File: src/fifo_expiring_blob_cache_macros.svh
// Assertion helpers shared by the cache RTL
`ifndef FIFO_EXPIRING_BLOB_CACHE_MACROS_SVH
`define FIFO_EXPIRING_BLOB_CACHE_MACROS_SVH

// Check an implication on every rising clock edge outside reset
`define FEC_ASSERT_IMPL(label, clk, rst, cond, msg) \
   label: assert property (@(posedge clk) disable iff (rst) (cond)) else $error(msg);

// Check a plain invariant on every rising clock edge outside reset
`define FEC_ASSERT_ALWAYS(label, clk, rst, cond, msg) \
   label: assert property (@(posedge clk) disable iff (rst) (cond)) else $error(msg);

`endif

File: src/fecache_pkg.sv
package fecache_pkg;

   localparam int DEF_ENTRIES  = 64;
   localparam int DEF_KEY_BITS = 32;
   localparam int KEY_W        = 32;
   localparam int TIME_W       = 32;
   localparam int SIZE_W       = 24;
   localparam int HANDLE_W     = 32;
   localparam int CNT_W        = 32;
   localparam int HELD_W       = 7;
   localparam int REQ_W        = 128;
   localparam int RSP_W        = 264;
   localparam int CSR_IDX_W    = 2;

   typedef enum logic [1:0] {
      OP_LOOKUP = 2'd0,
      OP_INSERT = 2'd1,
      OP_REMOVE = 2'd2,
      OP_CLEAR  = 2'd3
   } op_type;

   typedef enum logic [1:0] {
      CSR_MAX_ENTRIES = 2'd0,
      CSR_MAX_BYTES   = 2'd1,
      CSR_MAX_AGE     = 2'd2
   } csr_type;

   typedef enum logic [2:0] {
      S_IDLE,
      S_MATCH,
      S_APPLY,
      S_EVICT,
      S_DONE
   } state_type;

   typedef struct packed {
      logic [SIZE_W-1:0]   size;
      logic [TIME_W-1:0]   stamp;
      logic [HANDLE_W-1:0] handle;
   } entry_type;

   typedef struct packed {
      logic compare;
      logic shift_hole;
      logic shift_all;
      logic load;
   } cell_cmd_type;

endpackage

File: src/fecache_cell.sv
module fecache_cell #(
   parameter int INDEX    = 0,
   parameter int KEY_BITS = 32,
   parameter int CW       = 7
) (
   input  logic                     clock,
   input  logic                     reset,
   input  fecache_pkg::cell_cmd_type cmd,
   input  logic [CW-1:0]            count,
   input  logic [KEY_BITS-1:0]      cmp_key,
   input  fecache_pkg::entry_type   new_entry,
   input  logic [KEY_BITS-1:0]      up_key,
   input  fecache_pkg::entry_type   up_entry,
   input  logic                     hole_in,
   output logic [KEY_BITS-1:0]      key,
   output fecache_pkg::entry_type   entry,
   output logic                     hit,
   output logic                     hole_out
);
   import fecache_pkg::*;

   logic [KEY_BITS-1:0] key_ff, key_in;
   entry_type           entry_ff, entry_in;
   logic                match_ff, match_in;
   logic                valid;

   // Cells below the fill count hold live entries, oldest at index zero
   assign valid    = count > CW'(INDEX);
   assign hole_out = hole_in | match_ff;

   // Compare key, drop behind a removed cell, load the new entry at the tail
   always_comb begin
      key_in   = key_ff;
      entry_in = entry_ff;
      match_in = match_ff;
      if (cmd.compare) begin
         match_in = valid && (key_ff == cmp_key);
      end
      if (cmd.load && (count == CW'(INDEX))) begin
         key_in   = cmp_key;
         entry_in = new_entry;
      end else if (cmd.shift_all || (cmd.shift_hole && hole_out)) begin
         key_in   = up_key;
         entry_in = up_entry;
      end
   end

   always_ff @(posedge clock) begin
      key_ff   <= key_in;
      entry_ff <= entry_in;
      if (reset) begin
         match_ff <= 1'b0;
      end else begin
         match_ff <= match_in;
      end
   end

   assign key   = key_ff;
   assign entry = entry_ff;
   assign hit   = match_ff;

endmodule

File: config.mk
export PLATFORM = sky130hd
export DESIGN_NAME = fecache_cell
export DESIGN_NICKNAME = d
export VERILOG_FILES = /design/src/fifo_expiring_blob_cache_macros.svh /design/src/fecache_pkg.sv /design/src/fecache_cell.sv
export SDC_FILE = /design/constraint.sdc
export NUM_CORES = 1
export LEC_CHECK = 0
export ABC_AREA = 1
export BUFFER_PORTS_ARGS = -buffer_cell sky130_fd_sc_hd__buf_2
export CORE_AREA = 10 10 136 138
export CTS_CLUSTER_SIZE = 30
export DETAILED_ROUTE_END_ITERATION = 8
export DIE_AREA = 0 0 146 148
export PLACE_DENSITY = 0.8
export REMOVE_ABC_BUFFERS = 1
export SYNTH_ARGS = -nofsm -noshare
export SYNTH_HDL_FRONTEND = slang
export SYNTH_SLANG_ARGS = --single-unit
File: constraint.sdc
create_clock -name clock -period 5.9 [get_ports clock]
set_input_delay 1.475 -clock clock [delete_from_list [all_inputs] [get_ports clock]]
set_output_delay 1.475 -clock clock [all_outputs]
set_load 0.02 [all_outputs]
# == Yosys cells after proc, flatten, opt, wreduce, memory -nomap -nowiden ==
# Cells that the tools add are included.
# totals
regBits,121
inputBits,254
out_inout_bits,122
word_cells,18
# classes
magnitude_cmp,1
n_eq_ne,1
muxes,4
n_bitwise,1
reduce_logical,6
# op_table
op,count
$mux 88,2
$mux 32,2
$eq 32x32->1,1
$gt 7x1->1 const B,1
$logic_not 7->1,1
$logic_and 1x1->1,3
$reduce_bool 2->1,1
$logic_or 1x1->1,1
$or 1x1->1,1

# == Depth between registers and ports, before layout ==
# Gate-level depths: netlist (run 1).
# depth
depth_word,5
depth_mapped,10
depth_no_buf,10

# == Worst setup path after synthesis (run 1) ==
# Ideal clock, no wire load.
# synth_path
kind,input port to flip-flop
start,input count[0]
end,"register entry_ff (netlist bit entry[0]), enable pin"
setup_ps,483
arrival_ps,4544
required_time_ps,5417
slack_ps,873
cell_stages,6
n_path_buf,1
cell_sequence,nor2_1 nand2_1 nor2_2 nand2_2 clkbuf_1 nand2_1
# synth_via
elab_chain_cells,3
# synth_rtl
element,line_no,source
from (decl),fecache_cell.sv:9,"input logic [CW-1:0] count,"
$logic_not 7->1,fecache_cell.sv:39,if (cmd.load && (count == CW'(INDEX))) begin
$logic_and 1x1->1,fecache_cell.sv:39,
$reduce_bool 2->1 (no source line),-,
to (signal assigned),fecache_cell.sv:50,entry_ff <= entry_in;
to (decl),fecache_cell.sv:23,"entry_type entry_ff, entry_in;"
# Every way passes these cells.
# A chain may end at the register's enable or synchronous reset.

# == Worst setup path after layout (run 1) ==
# layout_path
start,input count[0]
end,"register key_ff[23] (netlist: key[23]), enable pin"
# layout_via
elab_chain_cells,3
# layout_rtl
element,line_no,source
$logic_not 7->1,fecache_cell.sv:39,
$logic_and 1x1->1,fecache_cell.sv:39,
$reduce_bool 2->1 (no source line),-,
to (signal assigned),fecache_cell.sv:49,key_ff <= key_in;
to (decl),fecache_cell.sv:22,"logic [KEY_BITS-1:0] key_ff, key_in;"
# Every way passes these cells.

==> results.yml, run 1 <==
clock_network:
  clock_latency_ps: 410
  cts_sinks: 121
  clock_tree.buffer_depth: 2
  cts_buffers: 17
  htreeDepth: 4
  holdBufCountCts: 0
  cts_tree: "built"
  root_buffer: "clkbuf_16"
  postCtsResizedCells: 0
  clk_pin_slew_worst_paths_ps: 50
  cts_setup_buffers: 0
yosys:
  yosysUniqueCellTypes: 18
  seq_area_frac_synth_pct: 61.0
  avgSynthCellArea_um2: 14.3
  netlist_area_mm2: 0.00594
  ys_warn_count: 0
  synth_seq_cells: 121
  synthTopCellsByArea: "edfxtp_1, mux2_4, mux2_2"
  syn_inst: 416
  synth_top_area_share_pct: 60.7
  yosys.area.top_type: "edfxtp_1"
sta:
  holdWs_ps: 473
  layout_setup_ws_ps: 2350
  fin_worst_skew_ps: 6.46
  rsz0062_at_grt: "no"
  setup_viol: 0
  fin_setup_tns_ps: 0
  slew_violations: 0
  final.period_utilization_pct: 60.2
  fmax_mhz: 282
  hold_violations: 0
  max_slew.worst_pin.slew_ps: 998
  slew_headroom_pct: 33.5
  min_period_ps: 3550
placed_design:
  dp_slack_ps: 1920
  gp_congestion: 0.883
  io_buffers: 375
  dp_hpwl_um: 16300
  place_area_mm2: 0.00801
  place_inst: 994
floorplan:
  fp.dieH_um: 148
  boundaryPins: 376
  start_util_pct: 37.8
  chipWidth_um: 146
  rows: 46
  dieArea_mm2: 0.0216
  core-area_mm2: 0.0157
hold_path:
  min_path_type: "flip-flop to flip-flop"
  hold_depth: 2
layout:
  final_cell_mix: "buf_2, edfxtp_1, nand2_1"
  nNetsFinal: 1051
  layout.cells.non_filler: 1029
  final_area_mm2: 0.00858
  drive_gt1_share_pct: 63.2
  area_delta_synth_final_pct: 44.5
  layout_commonest_cell: "buf_2"
  post-route-util_pct: 54.6
power_and_ir_drop:
  p_sw_share_pct: 25.9
  cell_internal_pwr_mw: 1.84
  ir_drop_v: 0.000184
  p_switching_mw: 0.643
  leakage_nw: 4.30
  combPwrFrac_pct: 17.0
  power_frac_seq_pct: 43.4
  p_clk_share_pct: 39.6
  power_per_cell_area_mw_per_mm2: 289
  power_mw: 2.48
routing:
  vias_per_cell: 4.53
  first_iter_violations: 218
  wire_per_inst_um: 19.5
  routed-via-count: 4657
  ant_nets: 0
  route.detailed.drc: 0
  wirelength_um: 20000
  first_pass_iters: 7
worst_setup_path:
  crit_fanout: 71
  critPathTopFamily: "simple AND/OR/NAND/NOR gates"
  path_class: "primary input to flip-flop"
  rr_worst_depth: 4
  start_kind: "primary input"
  crit_arrival_ps: 3620
  cp_cell_sequence: "buf_2, nor2_1, nand2_1, nor2_2, nand2_8, nand2_4, buf_12"
  r2r_setup_slack_ps: 3710
  max_stage_delay_ps: 760
  critPathBufInv: 2
  cp-end-kind: "flip-flop"
  worstPathRequired_ps: 5970
  crit_cells: 7
  critical-path-slowest-cell: "nand2_4"
global_route:
  grt_pass1_wl_um: 29300
  grt_usage_pct: 17.8
  grt_pass1_vias: 5131
  antenna_found_initial: 6
  grt_overflow: 0
  grt_max_degree: 72
outcome:
  status: "completed"
job:
  maxCapViolCount: 0
## cell type report
type / instances / area, µm²
fillers: 1368 / 7130
repair buffers: 377 / 1900
well taps: 216 / 270
flip-flops and latches: 121 / 3620
multi-input cells: 241 / 2070
inverters: 39 / 146
clock buffers: 18 / 429
clock inverters: 14 / 133
diodes: 3 / 7.51
## power groups by stage
stage	registers [mW]	logic, mW	clock network, mW
4_1_cts	1.08	0.430	1.00
2_1_floorplan	1.21	0.106	0
6_report	1.08	0.423	0.982
3_3_place_gp	1.09	0.421	0
5_1_grt	1.09	0.456	1.05
3_5_place_dp	1.09	0.428	0
## cell usage after synthesis
master,n
nor2_2,1
a21oi_1,2
dfxtp_1,1
edfxtp_1,120
o21ai_0,19
mux2_4,71
nor2_1,17
or2_2,2
nand4_1,6
nand3_1,1
buf_2,4
inv_1,39
buf_6,8
clkbuf_1,3
nand2_1,78
nand2_2,1
xnor2_1,13
mux2_2,30
## cell families (layout without fill, tap and decap cells)
kind of cell / after synthesis / in the layout / share of synthesized area [%]
AO/OA/AOI/OAI: 21 / 21 / 1.77
other: 0 / 3 / 0
XOR/XNOR: 13 / 13 / 1.92
flip-flops: 121 / 121 / 61.0
AND/OR/NAND/NOR: 106 / 106 / 7.14
multiplexers: 101 / 101 / 23.6
buffers and inverters: 54 / 448 / 4.51
## worst paths after layout
| check | startpoint | to |
|---|---|---|
| worst max register to register | hit | key[23] |
| worst min register to register | hit | hit |
| worst min-delay path | hit | hit |
| worst max-delay path | count[0] | key[23] |
## state kept, by name, summed over array words and instances, names as in the netlist
name,cells
key,32
hit,1
entry,88
## tightest hold or removal path: cells and delay by family, from the launching register on
kind | cells | cell delay [ps]
flip-flops | 1 | 310
AND/OR/NAND/NOR | 1 | 60
AO/OA/AOI/OAI | 1 | 60
## per-layer routing
| layer | vias up | wire length [µm] | track usage (%) |
|---|---|---|---|
| met5 | - | 34 | 0 |
| met4 | 6 | 325 | 6.01 |
| met2 | 244 | 10300 | 30.5 |
| met1 | 2146 | 7010 | 17.7 |
| li1 | 2232 | - | - |
| met3 | 29 | 2300 | 10.3 |
Note: power is estimated with default switching activity, not from simulation.
==> inputs of run 2 (changes only) <==
clock period = 3.38 ns   (was 5.9 ns; I/O delays follow)
==> results.yml, run 2 (same netlist as run 1, synthesis figures left out) <==
outcome:
  status: "completed"
floorplan:
  boundaryPins: 376
  rows: 46
  start_util_pct: 37.8
  fp.dieH_um: 148
  chipWidth_um: 146
  dieArea_mm2: 0.0216
  core-area_mm2: 0.0157
power_and_ir_drop:
  ir_drop_v: 0.000286
  leakage_nw: 4.31
  power_per_cell_area_mw_per_mm2: 499
  power_mw: 4.30
layout:
  largest_reg_flops: 88
  final_area_mm2: 0.00862
  post-route-util_pct: 54.8
  drive_gt1_share_pct: 63.1
  final_cell_mix: "buf_2, edfxtp_1, nand2_1"
  layout_commonest_cell: "buf_2"
  nNetsFinal: 1056
  fill_cells: 1352
  area_delta_synth_final_pct: 45.1
clock_network:
  cts_buffers: 17
  clk_pin_slew_worst_paths_ps: 50
  cts_tree: "built"
  clock_latency_ps: 410
  htreeDepth: 4
  cts_sinks: 121
  cts_setup_buffers: 0
  postCtsResizedCells: 0
  holdBufCountCts: 0
  root_buffer: "clkbuf_16"
  clock_tree.buffer_depth: 2
global_route:
  grt_usage_pct: 17.9
  grt_most_used_layer: "met2"
  grtUsageMet2_pct: 31.8
  antenna_found_initial: 3
  grtUsageMet3_pct: 8.52
  grt_overflow: 0
  met1_usage_pct: 18.3
  grt_max_degree: 63
  grt_pass1_vias: 5086
  grt_pass1_wl_um: 29500
sta:
  rsz0062_at_grt: "no"
  fin_worst_skew_ps: 5.76
  setup_viol: 0
  min_period_ps: 2280
  fmax_mhz: 438
  layout_setup_ws_ps: 1100
  max_slew.worst_pin.slew_ps: 548
  slew_violations: 0
  slew_headroom_pct: 63.5
  hold_violations: 0
  final.period_utilization_pct: 67.5
worst_setup_path:
  max_stage_delay_ps: 350
  critPathBufInv: 2
  critical-path-slowest-cell: "buf_12"
  cp_cell_sequence: "buf_2, nor2_1, nand2_1, nor2_2, nand2_8, buf_12, mux2_4"
  crit_arrival_ps: 2440
  worstPathRequired_ps: 3530
  r2r_end: "entry[10]"
  path_class: "primary input to flip-flop"
  r2r-start: "hit"
  critPathLaunch: "count[0]"
  r2r_setup_slack_ps: 1690
  endpoint: "entry[42]"
  start_kind: "primary input"
  crit_cells: 7
  rr_worst_depth: 4
  crit_fanout: 55
  critPathTopFamily: "simple AND/OR/NAND/NOR gates"
  cp-end-kind: "flip-flop"
routing:
  first_pass_iters: 6
  first_iter_violations: 178
  wire_per_inst_um: 19.8
  vias_per_cell: 4.56
  ant_nets: 0
  wirelength_um: 20400
  routed-via-count: 4692
  route.detailed.drc: 0
placed_design:
  dp_slack_ps: 719
  io_buffers: 375
  gp_congestion: 0.871
  place_area_mm2: 0.00808
  dp_hpwl_um: 16600
job:
  maxCapViolCount: 0
hold_path:
  min_path_type: "flip-flop to flip-flop"
## run 2: changes by cell type in the layout (fill, tap and decap cells not counted)
cell      delta
buf_12       +2
buf_4        +3
clkbuf_1     -1
clkinv_1     +3
clkinv_2     -3
clkinv_4     -2
diode_2      -1
## run 2: final cells by class
cell class / instances / area, µm² / area share (%)
Clock buffer: 17 / 425 / 4.94
Inverter: 39 / 146 / 1.70
Clock inverter: 12 / 111 / 1.29
Antenna cell: 2 / 5.00 / 0.0581
Multi-Input combinational cell: 241 / 2070 / 24.0
Sequential cell: 121 / 3620 / 42.1
Tap cell: 216 / 270 / 3.14
Timing Repair Buffer: 382 / 1970 / 22.8
## run 2: per-layer routing
metal	up-vias	wire [µm]
met5	-	18
li1	2234	-
met4	2	307
met2	240	10600
met3	30	2180
met1	2186	7290
## run 2: report_power, final
| part | total (mW) | switching, mW | internal [mW] |
|---|---|---|---|
| clock network | 1.68 | 0.623 | 1.05 |
| registers | 1.88 | 0.0583 | 1.82 |
| logic | 0.741 | 0.423 | 0.318 |
## run 2: worst min-delay path by stage
stage | startpoint | end | slack [ps] | cells past startpoint
floorplan | hit | hit | 540 | 2
global placement | hit | hit | 460 | 2
detailed placement | hit | hit | 460 | 2
CTS | hit | hit | 470 | 2
global route | hit | hit | 480 | 2
finish | hit | hit | 470 | 2
## run 2: worst min-delay path, cell delays in order, from the launching register on
cell     delay [ps]
dfxtp_1         310
nand2_1          60
a21oi_1          50
## run 2: metrics by stage
stage / hold slack [ps] / setup TNS (ps) / std cells
5_1_grt: 483 / 0 / 1030
2_1_floorplan: 542 / -494560 / 401
4_1_cts: 466 / 0 / 1028
6_report: 470 / 0 / 1030
3_5_place_dp: 458 / 0 / 999
3_3_place_gp: 456 / 0 / 999
